--- src/hdl/sbfph_pkg.sv ---
// ----------------------------------------------------------------------------
// sbfph_pkg
// types and constant tables for the spectrum bar falloff and peak hold meter
// ----------------------------------------------------------------------------
package sbfph_pkg;

    localparam int unsigned BAR_W   = 12;
    localparam int unsigned PEAK_W  = 13;
    localparam int unsigned SPEED_W = 16;
    localparam int unsigned FALL_W  = 11;
    localparam int unsigned GROW_W  = 9;
    localparam int unsigned SEL_W   = 3;

    localparam logic [SPEED_W-1:0] PEAK_SPEED_INIT = 16'd768;
    localparam logic [3:0]         LEVEL_MAX       = 4'd15;

    typedef enum logic [0:0] {
        CFG_BAR_FALL    = 1'b0,
        CFG_PEAK_GROWTH = 1'b1
    } cfg_index_t;

    typedef struct packed {
        logic [BAR_W-1:0]   bar;
        logic [PEAK_W-1:0]  peak;
        logic [SPEED_W-1:0] speed;
    } band_state_t;

    function automatic logic [FALL_W-1:0] bar_fall(input logic [SEL_W-1:0] sel);
        logic [FALL_W-1:0] r;
        case (sel)
            3'd0:    r = 11'd97;
            3'd1:    r = 11'd216;
            3'd2:    r = 11'd384;
            3'd3:    r = 11'd512;
            default: r = 11'd1024;
        endcase
        return r;
    endfunction

    function automatic logic [GROW_W-1:0] peak_growth(input logic [SEL_W-1:0] sel);
        logic [GROW_W-1:0] r;
        case (sel)
            3'd0:    r = 9'd282;
            3'd1:    r = 9'd294;
            3'd2:    r = 9'd320;
            3'd3:    r = 9'd358;
            default: r = 9'd448;
        endcase
        return r;
    endfunction

endpackage

--- src/hdl/sbfph_state_ram.sv ---
// ----------------------------------------------------------------------------
// sbfph_state_ram
// per-band state memory, one read and one write port, registered read with
// write-first bypass and per-entry valid bits that read as zero state
// ----------------------------------------------------------------------------
module sbfph_state_ram #(
    parameter int unsigned DEPTH  = 75,
    parameter int unsigned ADDR_W = 7
) (
    input  logic                      aclk,
    input  logic                      aresetn,
    input  logic                      rd_en,
    input  logic [ADDR_W-1:0]         rd_addr,
    output sbfph_pkg::band_state_t    rd_data,
    input  logic                      wr_en,
    input  logic [ADDR_W-1:0]         wr_addr,
    input  sbfph_pkg::band_state_t    wr_data
);
    import sbfph_pkg::*;

    band_state_t mem [DEPTH];
    logic [DEPTH-1:0] entry_valid_reg;
    band_state_t rd_data_reg;
    logic rd_valid_reg;
    logic same_addr;

    assign same_addr = wr_en && (wr_addr == rd_addr);

    always_ff @(posedge aclk) begin
        if (wr_en) begin
            mem[wr_addr] <= wr_data;
        end
    end

    always_ff @(posedge aclk) begin
        if (rd_en) begin
            rd_data_reg <= same_addr ? wr_data : mem[rd_addr];
        end
    end

    always_ff @(posedge aclk) begin
        if (!aresetn) begin
            entry_valid_reg <= '0;
            rd_valid_reg    <= 1'b0;
        end else begin
            if (wr_en) begin
                entry_valid_reg[wr_addr] <= 1'b1;
            end
            if (rd_en) begin
                rd_valid_reg <= same_addr || entry_valid_reg[rd_addr];
            end
        end
    end

    assign rd_data = rd_valid_reg ? rd_data_reg : '0;

endmodule

--- src/hdl/sbfph_update.sv ---
// ----------------------------------------------------------------------------
// sbfph_update
// bar falloff and peak raise on the read data, then a registered stage that
// decays the peak, grows the speed and writes the band state back
// ----------------------------------------------------------------------------
module sbfph_update #(
    parameter int unsigned ADDR_W = 7
) (
    input  logic                      aclk,
    input  logic                      aresetn,
    input  logic                      load,
    input  logic                      in_range,
    input  logic [ADDR_W-1:0]         addr,
    input  logic [7:0]                level,
    input  sbfph_pkg::band_state_t    cur,
    input  logic [2:0]                fall_sel,
    input  logic [2:0]                growth_sel,
    output logic [3:0]                bar_height,
    output logic [4:0]                peak_row,
    output logic                      wr_en,
    output logic [ADDR_W-1:0]         wr_addr,
    output sbfph_pkg::band_state_t    wr_data
);
    import sbfph_pkg::*;

    logic [3:0]          lvl;
    logic [BAR_W-1:0]    target;
    logic signed [13:0]  fallen;
    logic [BAR_W-1:0]    bar;
    logic [PEAK_W-1:0]   bar_plus;
    logic                raise;
    logic [PEAK_W-1:0]   peak;
    logic [SPEED_W-1:0]  speed;

    logic                wb_valid_reg;
    logic [ADDR_W-1:0]   wb_addr_reg;
    logic [BAR_W-1:0]    wb_bar_reg;
    logic [PEAK_W-1:0]   wb_peak_reg;
    logic [SPEED_W-1:0]  wb_speed_reg;

    logic [7:0]          dec;
    logic [PEAK_W-1:0]   peak_next;
    logic [24:0]         product;
    logic [SPEED_W-1:0]  speed_next;

    always_comb begin
        lvl      = (level > 8'(LEVEL_MAX)) ? LEVEL_MAX : level[3:0];
        target   = {lvl, 8'd0};
        fallen   = $signed({2'b00, cur.bar}) - $signed({3'b000, bar_fall(fall_sel)});
        bar      = (fallen <= $signed({2'b00, target})) ? target : fallen[BAR_W-1:0];
        bar_plus = {1'b0, bar} + 13'd256;
        raise    = cur.peak <= bar_plus;
        peak     = raise ? bar_plus : cur.peak;
        speed    = raise ? PEAK_SPEED_INIT : cur.speed;
    end

    assign bar_height = in_range ? bar[11:8] : 4'd0;
    assign peak_row   = in_range ? peak[12:8] : 5'd0;

    always_ff @(posedge aclk) begin
        if (!aresetn) begin
            wb_valid_reg <= 1'b0;
        end else begin
            wb_valid_reg <= load && in_range;
        end
    end

    always_ff @(posedge aclk) begin
        if (load) begin
            wb_addr_reg  <= addr;
            wb_bar_reg   <= bar;
            wb_peak_reg  <= peak;
            wb_speed_reg <= speed;
        end
    end

    always_comb begin
        dec        = wb_speed_reg[15:8];
        peak_next  = (wb_peak_reg > 13'(dec)) ? wb_peak_reg - 13'(dec) : '0;
        product    = 25'(wb_speed_reg) * 25'(peak_growth(growth_sel));
        speed_next = (product[24] == 1'b1) ? 16'hFFFF : product[23:8];
    end

    assign wr_en         = wb_valid_reg;
    assign wr_addr       = wb_addr_reg;
    assign wr_data.bar   = wb_bar_reg;
    assign wr_data.peak  = peak_next;
    assign wr_data.speed = speed_next;

endmodule

--- src/hdl/spectrum_bar_falloff_peak_hold_top.sv ---
// ----------------------------------------------------------------------------
// spectrum_bar_falloff_peak_hold_top
// per-band level meter: falling bar with selectable fall rate, held peak
// with accelerating decay
// ----------------------------------------------------------------------------
// usage:
//   s_ channel takes one item per band update (band, level); m_ channel gives
//   one item back per input item (band_out, bar_height, peak_row), in order.
//   cfg channel writes register 0 (bar fall select) or 1 (peak growth
//   select); cfg_ready is always high, write only while the block is idle.
//   an item is accepted and its band state is read from memory into the
//   read register; once the output register is free the result enters it.
//   a new item is taken only after the previous one has moved into the
//   output register; the state write-back overlaps the next read and
//   is bypassed into it when the band matches.
//   bands at or above BAND_COUNT leave the state alone and return zeros.
//   reset clears the config registers and marks every band as zero state at
//   once, no clearing pass; a stalled m_ready holds the result and blocks
//   s_ready after one more item is taken.
// ----------------------------------------------------------------------------
module spectrum_bar_falloff_peak_hold_top #(
    parameter int unsigned BAND_COUNT = 75
) (
    input  logic       aclk,
    input  logic       aresetn,
    input  logic       s_valid,
    output logic       s_ready,
    input  logic [6:0] s_band,
    input  logic [7:0] s_level,
    output logic       m_valid,
    input  logic       m_ready,
    output logic [6:0] m_band_out,
    output logic [3:0] m_bar_height,
    output logic [4:0] m_peak_row,
    input  logic       cfg_valid,
    output logic       cfg_ready,
    input  logic [0:0] cfg_index,
    input  logic [2:0] cfg_data
);
    import sbfph_pkg::*;

    localparam int unsigned ADDR_W = (BAND_COUNT > 1) ? $clog2(BAND_COUNT) : 1;

    logic [2:0] fall_sel_reg;
    logic [2:0] growth_sel_reg;

    logic              s1_valid_reg;
    logic [6:0]        s1_band_reg;
    logic [7:0]        s1_level_reg;
    logic              s1_in_range_reg;

    logic              m_valid_reg;
    logic [6:0]        m_band_reg;
    logic [3:0]        m_bar_reg;
    logic [4:0]        m_peak_reg;

    logic              accept;
    logic              advance;
    logic              in_range;
    band_state_t       rd_data;
    logic [3:0]        bar_height;
    logic [4:0]        peak_row;
    logic              wr_en;
    logic [ADDR_W-1:0] wr_addr;
    band_state_t       wr_data;

    assign cfg_ready = 1'b1;
    assign s_ready   = !s1_valid_reg;
    assign accept    = s_valid && s_ready;
    assign advance   = s1_valid_reg && (!m_valid_reg || m_ready);
    assign in_range  = 32'(s_band) < BAND_COUNT;

    always_ff @(posedge aclk) begin
        if (!aresetn) begin
            fall_sel_reg   <= '0;
            growth_sel_reg <= '0;
        end else if (cfg_valid) begin
            case (cfg_index_t'(cfg_index))
                CFG_BAR_FALL:    fall_sel_reg   <= cfg_data;
                CFG_PEAK_GROWTH: growth_sel_reg <= cfg_data;
                default: begin
                end
            endcase
        end
    end

    always_ff @(posedge aclk) begin
        if (!aresetn) begin
            s1_valid_reg <= 1'b0;
            m_valid_reg  <= 1'b0;
        end else begin
            if (accept) begin
                s1_valid_reg <= 1'b1;
            end else if (advance) begin
                s1_valid_reg <= 1'b0;
            end
            if (advance) begin
                m_valid_reg <= 1'b1;
            end else if (m_ready) begin
                m_valid_reg <= 1'b0;
            end
        end
    end

    always_ff @(posedge aclk) begin
        if (accept) begin
            s1_band_reg     <= s_band;
            s1_level_reg    <= s_level;
            s1_in_range_reg <= in_range;
        end
        if (advance) begin
            m_band_reg <= s1_band_reg;
            m_bar_reg  <= bar_height;
            m_peak_reg <= peak_row;
        end
    end

    sbfph_state_ram #(
        .DEPTH  (BAND_COUNT),
        .ADDR_W (ADDR_W)
    ) u_ram (
        .aclk    (aclk),
        .aresetn (aresetn),
        .rd_en   (accept && in_range),
        .rd_addr (ADDR_W'(s_band)),
        .rd_data (rd_data),
        .wr_en   (wr_en),
        .wr_addr (wr_addr),
        .wr_data (wr_data)
    );

    sbfph_update #(
        .ADDR_W (ADDR_W)
    ) u_update (
        .aclk       (aclk),
        .aresetn    (aresetn),
        .load       (advance),
        .in_range   (s1_in_range_reg),
        .addr       (ADDR_W'(s1_band_reg)),
        .level      (s1_level_reg),
        .cur        (rd_data),
        .fall_sel   (fall_sel_reg),
        .growth_sel (growth_sel_reg),
        .bar_height (bar_height),
        .peak_row   (peak_row),
        .wr_en      (wr_en),
        .wr_addr    (wr_addr),
        .wr_data    (wr_data)
    );

    assign m_valid      = m_valid_reg;
    assign m_band_out   = m_band_reg;
    assign m_bar_height = m_bar_reg;
    assign m_peak_row   = m_peak_reg;

endmodule

--- config.mk ---
export PLATFORM = sky130hd
export DESIGN_NAME = spectrum_bar_falloff_peak_hold_top
export DESIGN_NICKNAME = d
export VERILOG_FILES = /design/src/hdl/sbfph_pkg.sv /design/src/hdl/sbfph_state_ram.sv /design/src/hdl/sbfph_update.sv /design/src/hdl/spectrum_bar_falloff_peak_hold_top.sv
export SDC_FILE = /design/constraint.sdc
export NUM_CORES = 2
export LEC_CHECK = 0
export BUFFER_PORTS_ARGS = -buffer_cell sky130_fd_sc_hd__buf_2
export CAP_MARGIN = 30
export CORE_ASPECT_RATIO = 1.2
export CORE_MARGIN = 4
export CORE_UTILIZATION = 55
export CTS_BUF_LIST = sky130_fd_sc_hd__clkbuf_8 sky130_fd_sc_hd__clkbuf_16
export CTS_CLUSTER_SIZE = 16
export DETAILED_ROUTE_END_ITERATION = 12
export PLACE_DENSITY = 0.71
export SLEW_MARGIN = 20
export SYNTH_ARGS = -nofsm -noshare
export SYNTH_HDL_FRONTEND = slang
export SYNTH_SLANG_ARGS = --single-unit
--- constraint.sdc ---
create_clock -name aclk -period 15.4 [get_ports aclk]
set_input_delay 1.54 -clock aclk [delete_from_list [all_inputs] [get_ports aclk]]
set_output_delay 1.54 -clock aclk [all_outputs]
set_load 0.03 [all_outputs]
# == Word level (Yosys, flattened, before mapping) ==
# Memories as Yosys holds them, arrays and structs flattened. A register that Yosys moved wholly into a read port is not among the register bits.
# Index checks and enable logic that the tools add are counted.
# classes
n_addsub,3
reduce_logical,17
bitwise_logic,3
n_eq_ne,7
mul,1
muxes,18
order_cmp,8
# op_table
cell,n
75-bit bitwise OR,1
11-bit one-hot mux with 4 select lines,1
41-bit 2-to-1 mux,1
8-bit one-hot mux with 4 select lines,1
13-bit 2-to-1 mux,2
16-bit by 9-bit multiplier with 25-bit output,1
"7-bit by 8-bit < comparator with 1-bit output, second input constant",2
16-bit 2-to-1 mux,1
14-bit by 13-bit <= comparator with 1-bit output,1
"12-bit by 9-bit adder with 13-bit output, second input constant",1
13-bit by 8-bit > comparator with 1-bit output,1
13-bit <= comparator,1
12-bit by 11-bit subtractor with 13-bit output,1
13-bit by 8-bit subtractor with 13-bit output,1
"3-bit by 2-bit equality test with 1-bit output, second input constant",4
12-bit 2-to-1 mux,1
"8-bit by 4-bit > comparator with 1-bit output, second input constant",1
1-bit 2-to-1 mux,8
1-bit binary-select mux with 7-bit select,1
1-bit demux with 7-bit select,1
7-bit equality test,1
"7-bit by 1-bit >= comparator with 1-bit output, second input constant",1
"7-bit < comparator, second input constant",1
"3-bit by 1-bit equality test with 1-bit output, second input constant",2
other kinds (9),20
# totals
reg_bits,158
input_bits,24
ram_bits,3075
mem_count,1
word_cells,75
output_inout_bits,19
# mem_list
memory,depth,word_bits,rd,rd_clocked_by_memory_dff,wr,line,source
u_ram.mem,75,41,1,1,1,sbfph_state_ram.sv:21,band_state_t mem [DEPTH];

# == Logic depth before layout (Yosys ltp) ==
# logic_depth
ltp_word,8
depth_mapped,31
mapped_depth_nobuf,27

# == By module ==
# From an unflattened synthesis, not the netlist that was laid out.
# unflattened
cells_unflattened,6749
hier_area_um2,131954.1
# modules_own_cells
module,area_per_inst_um2,seq_area_each_um2,cells_each,instances
sbfph_state_ram,122981.7,95091.2,5832,1
sbfph_update,7648.6,1461.4,845,1
spectrum_bar_falloff_peak_hold_top,1323.8,1121.1,72,1

# == Least setup slack after synthesis ==
# OpenSTA, ideal clock, no wires.
# synth_timing
kind,register to register
start,register growth_sel_reg[2]
end,memory u_ram.mem[0][15] (netlist name) (data pin)
path_buffers,2
setup_time_ps,661
slack_ps,7783
t_required_ps,14739
t_arrival_ps,6956
stages_incl_launch_ff,17
period_less_slack_ps,7617
cell_sequence,dfxtp_1 clkbuf_1 nor3_1 clkbuf_1 nand2_1 fa_1 fa_1 inv_1 fa_1 fa_1 ha_1 nand4b_1 o2111ai_1 nand3_1 a311oi_1 o21ai_0 a31oi_1
# synth_rtl
item,line,source
start: declaration,spectrum_bar_falloff_peak_hold_top.sv:45,logic [2:0] growth_sel_reg;
start signal: assignment,spectrum_bar_falloff_peak_hold_top.sv:80,CFG_PEAK_GROWTH: growth_sel_reg <= cfg_data;
end: declaration,sbfph_state_ram.sv:21,

# == Worst setup path in the final report ==
# layout_timing
start,register u_ram.rd_valid_reg
end,"register m_peak_reg[2], in the netlist m_peak_row[2] (data pin)"
# layout_via
elab_chain_cells,7
# layout_rtl
item,line,source
start: declaration,sbfph_state_ram.sv:24,logic rd_valid_reg;
start signal: assignment,sbfph_state_ram.sv:50,rd_valid_reg <= same_addr || entry_valid_reg[rd_addr];
41-bit 2-to-1 mux *,sbfph_state_ram.sv:55,assign rd_data = rd_valid_reg ? rd_data_reg : '0;
12-bit by 11-bit subtractor with 13-bit output,sbfph_update.sv:49,"fallen = $signed({2'b00, cur.bar}) - $signed({3'b000, bar_fall(fall_sel)});"
14-bit by 13-bit <= comparator with 1-bit output,sbfph_update.sv:50,"bar = (fallen <= $signed({2'b00, target})) ? target : fallen[BAR_W-1:0];"
12-bit 2-to-1 mux,sbfph_update.sv:50,
12-bit by 9-bit adder with 13-bit output,sbfph_update.sv:51,"bar_plus = {1'b0, bar} + 13'd256;"
13-bit <= comparator,sbfph_update.sv:52,raise = cur.peak <= bar_plus;
13-bit 2-to-1 mux *,sbfph_update.sv:53,peak = raise ? bar_plus : cur.peak;
end signal: assignment,spectrum_bar_falloff_peak_hold_top.sv:114,m_peak_reg <= peak_row;
end: declaration,spectrum_bar_falloff_peak_hold_top.sv:55,logic [4:0] m_peak_reg;
# Mark *: on every way between the ends. The rest lies on a longest branch, timed or not.
# A chain may end at the register's enable or synchronous reset.

==> impl_summary.log <==
[metrics] run status: completed
[metrics] port buffer count: between 40 and 50
[metrics] final layout net count: 6325
[metrics] global-route wire length before repair: 454000 µm
[metrics] global route overflow: 0
[metrics] Starting Density: between 50% and 60%
[metrics] f_max: about 140 MHz
[metrics] core area: ~240000 µm²
[metrics] kind of path behind the tightest hold check: reg2reg
[metrics] Setup crit start: u_ram.rd_valid_reg$_SDFFE_PN0P_
[metrics] Design Area, Final: around 150000 µm²
[metrics] Total Neg Setup Slack: 0 ps
[metrics] hold violation total from the final report: 0
[metrics] total standard cell area after synthesis: approximately 130000 µm²
[metrics] slack of the worst reg-to-reg path: 8120 ps
[metrics] number of nets with antenna violations after routing: 0
[metrics] RSZ-0062 raised after global routing: false
[metrics] Core Rows: between 150 and 200
[metrics] max-cap viol count: 0
[metrics] Hold Path Origin: s1_band_reg[4]$_DFFE_PP_
[metrics] average footprint of a synthesized cell: around 22 µm²
[metrics] top area cells in the synthesized netlist: sky130_fd_sc_hd__edfxtp_1, sky130_fd_sc_hd__mux4_2, sky130_fd_sc_hd__dfxtp_1, sky130_fd_sc_hd__fa_1, sky130_fd_sc_hd__mux2i_1
[metrics] maximum clock skew at final layout: slightly below 50 ps
[metrics] Placed Instance Area: between 100000 and 150000 µm²
[metrics] vias in the first global route: between 60000 and 70000
[metrics] cell type with the highest aggregate area in the netlist: sky130_fd_sc_hd__edfxtp_1
[metrics] leakage power of the design: roughly 47 nW
[metrics] start of the worst register-to-register path: u_ram.rd_valid_reg$_SDFFE_PN0P_
[metrics] most common library cell in the layout ignoring fill and taps: sky130_fd_sc_hd__edfxtp_1
[metrics] DP Wirelength: 166000 µm
[metrics] clock buffers created by TritonCTS: 314
[metrics] Routed wire per std cell: roughly 33 µm
[metrics] CTS sink cnt: around 3300
[metrics] drt first-iter violations: about 8400
[metrics] area growth from synthesis to layout: 11.6%
[metrics] Total Routed Length: about 310000 µm
[metrics] root buffer cell: sky130_fd_sc_hd__clkbuf_16
[metrics] proportion of register bits with asynchronous set or reset after synthesis: 0%
[metrics] total of cells resized after clock tree synthesis: 0
[metrics] headroom to the max-slew limit: 30.4%
[metrics] final standard cell utilization of the core: around 60%
[metrics] CTS tree: done
[metrics] maximum buffer depth of the clock tree: 4
[metrics] Clk pin slew, worst setup/hold paths: around 60 ps
[metrics] largest fanout on the critical path: 30
[metrics] Distinct cells, synth: 76
[metrics] Req. time, crit path: roughly 16000 ps
[metrics] commonest register cell after synthesis: sky130_fd_sc_hd__edfxtp_1
[metrics] Tot GR Track Use: ~26%
[metrics] Power, Total: approximately 0.022 W
[metrics] Vias/cell: 6.56
[metrics] number of standard cells after synthesis: just under 6000
[metrics] EDFF count, synth: about 3200
[metrics] final count of negative-setup-slack endpoints: 0
[metrics] Worst Path Arrival: ~8000 ps
[metrics] worst-case vdd ir drop: between 150 and 200 µV
[metrics] classification of the worst setup path: reg2reg
[metrics] weighted congestion reported at the end of routability-driven placement: roughly 0.84
[metrics] Die X-Extent: 452 µm
[metrics] share of the synthesized area in the top cell type: between 70% and 80%
[metrics] H-Tree Depth: 5
[metrics] number of antenna violations at the first check in global routing: 9
[metrics] total power density per cell area: ~150 nW/µm²
[metrics] height of the die: between 500 and 600 µm
[metrics] post-synthesis sequential area ratio: ~75%
[metrics] Setup WS post-layout: 8120 ps
[metrics] fill cell count: 15600
[metrics] fin. max-slew vios: 0
[metrics] Final period util: a little under half
[metrics] fin crit period: roughly 7300 ps
[metrics] #FFs+latches synth: about 3300
[metrics] number of detailed-route iterations in the first pass: 8
[metrics] clock latency on the worst-skew pair: 860 ps
[metrics] maximum number of pins on one net before global-route repair: 115
[metrics] total die area: approximately 240000 µm²
[metrics] top library cells by usage in the layout, fill and taps aside: sky130_fd_sc_hd__edfxtp_1, sky130_fd_sc_hd__mux4_2, sky130_fd_sc_hd__clkbuf_16, sky130_fd_sc_hd__inv_1, sky130_fd_sc_hd__nand2_1
[metrics] Yosys warning total: 0
[metrics] Post-CTS Setup Repair Bufs: 0
[metrics] count of vias placed by the detailed router: between 60000 and 70000
[metrics] worst slack, placed: slightly above 8000 ps
[metrics] Ports: 43
[metrics] syn_nets: 6084
[metrics] fraction of final layout cells sized beyond drive strength 1: between 20% and 30%
[metrics] flip-flop count of the largest register after layout: approximately 3100
[metrics] post-detailed-route DRC marker count: 0
[metrics] kind of end point of the critical path: flip-flop
[metrics] number of buffers inserted by hold repair at cts: 0
[metrics] worst-margin pin slew: around 1000 ps
[metrics] startpoint types: flip-flop
==> per-stage QoR <==
step	hold WS, ps	cells
4_1_cts	425	9509
3_3_place_gp	402	8934
6_report	427	9519
3_5_place_dp	407	8961
2_1_floorplan	400	5889
5_1_grt	433	9515
==> final timing paths <==
kind / cells after the start / endpoint
worst max-delay path: 25 / m_peak_row[2]$_SDFFCE_PN0P_
worst min-delay path: 0 / u_update.wr_addr[4]$_DFFE_PP_
worst max register to register: 25 / m_peak_row[2]$_SDFFCE_PN0P_
worst min register to register: 0 / u_update.wr_addr[4]$_DFFE_PP_
==> final cells by class <==
type	instances	area [µm²]	share of cell area (%)
Multi-Input combinational cell	2204	31700	21.8
Antenna cell	5	12.5	0.00861
Clock inverter	225	1560	1.07
Sequential cell	3274	97500	67.1
Timing Repair Buffer	224	2160	1.48
Tap cell	3152	3940	2.71
Inverter	112	428	0.294
Clock buffer	323	8060	5.55
==> worst max-delay path, cell delays in order, from the launching register on <==
cell	delay (ps)
sky130_fd_sc_hd__dfxtp_1	830
sky130_fd_sc_hd__buf_4	410
sky130_fd_sc_hd__nand2_1	100
sky130_fd_sc_hd__ha_1	230
sky130_fd_sc_hd__ha_1	260
sky130_fd_sc_hd__nand2b_1	130
sky130_fd_sc_hd__nand4_1	140
sky130_fd_sc_hd__and4b_1	250
sky130_fd_sc_hd__or3_1	370
sky130_fd_sc_hd__nand2_1	160
sky130_fd_sc_hd__inv_2	70
sky130_fd_sc_hd__ha_1	270
sky130_fd_sc_hd__nand2_1	40
sky130_fd_sc_hd__or3_1	340
sky130_fd_sc_hd__nor4_1	230
sky130_fd_sc_hd__nor4b_4	520
sky130_fd_sc_hd__nand2b_4	330
sky130_fd_sc_hd__mux2_4	350
sky130_fd_sc_hd__nand2b_1	160
sky130_fd_sc_hd__ha_1	310
sky130_fd_sc_hd__nand2_1	70
sky130_fd_sc_hd__or4_1	480
sky130_fd_sc_hd__o21ai_1	330
sky130_fd_sc_hd__nand2_1	110
sky130_fd_sc_hd__or4_4	440
sky130_fd_sc_hd__a31oi_2	180
==> Yosys cell counts, drive strengths merged (83+ instances only) <==
master and count:
clkbuf 165, buf 134, o21ai 137, o21a 83, inv 112, nand2 180
edfxtp 3189, nor2 147, ha 87, mux2i 112, mux4 966, fa 84
dfxtp 85
==> routing by layer <==
metal / GRT usage (%) / share of wire (%) / up-vias
met4: 7.22 / 3.0 / 4
met5: 0 / 0.0080 / -
met2: 41.2 / 49 / 3350
li1: - / - / 25000
met3: 4.86 / 9.6 / 561
met1: 36.7 / 38 / 33500
==> report_power, final <==
part / leakage (nW) / internal (W) / switching, W
Clock: 4.99 / 0.00410 / 0.00321
Combinational: 12.1 / 0.000825 / 0.00244
Sequential: 29.4 / 0.0117 / 0.0000238
==> cell families after synthesis <==
family	count (synthesis)	share of synthesized area, %
flops	3274	74.9
buf+inv	411	1.30
fa+ha+maj	172	2.14
other cells	1	0.00288
mux	1081	17.6
simple gates	542	1.99
xor+xnor	44	0.296
compound gates	364	1.82
No activity file was read; power rests on OpenSTA's default activity.
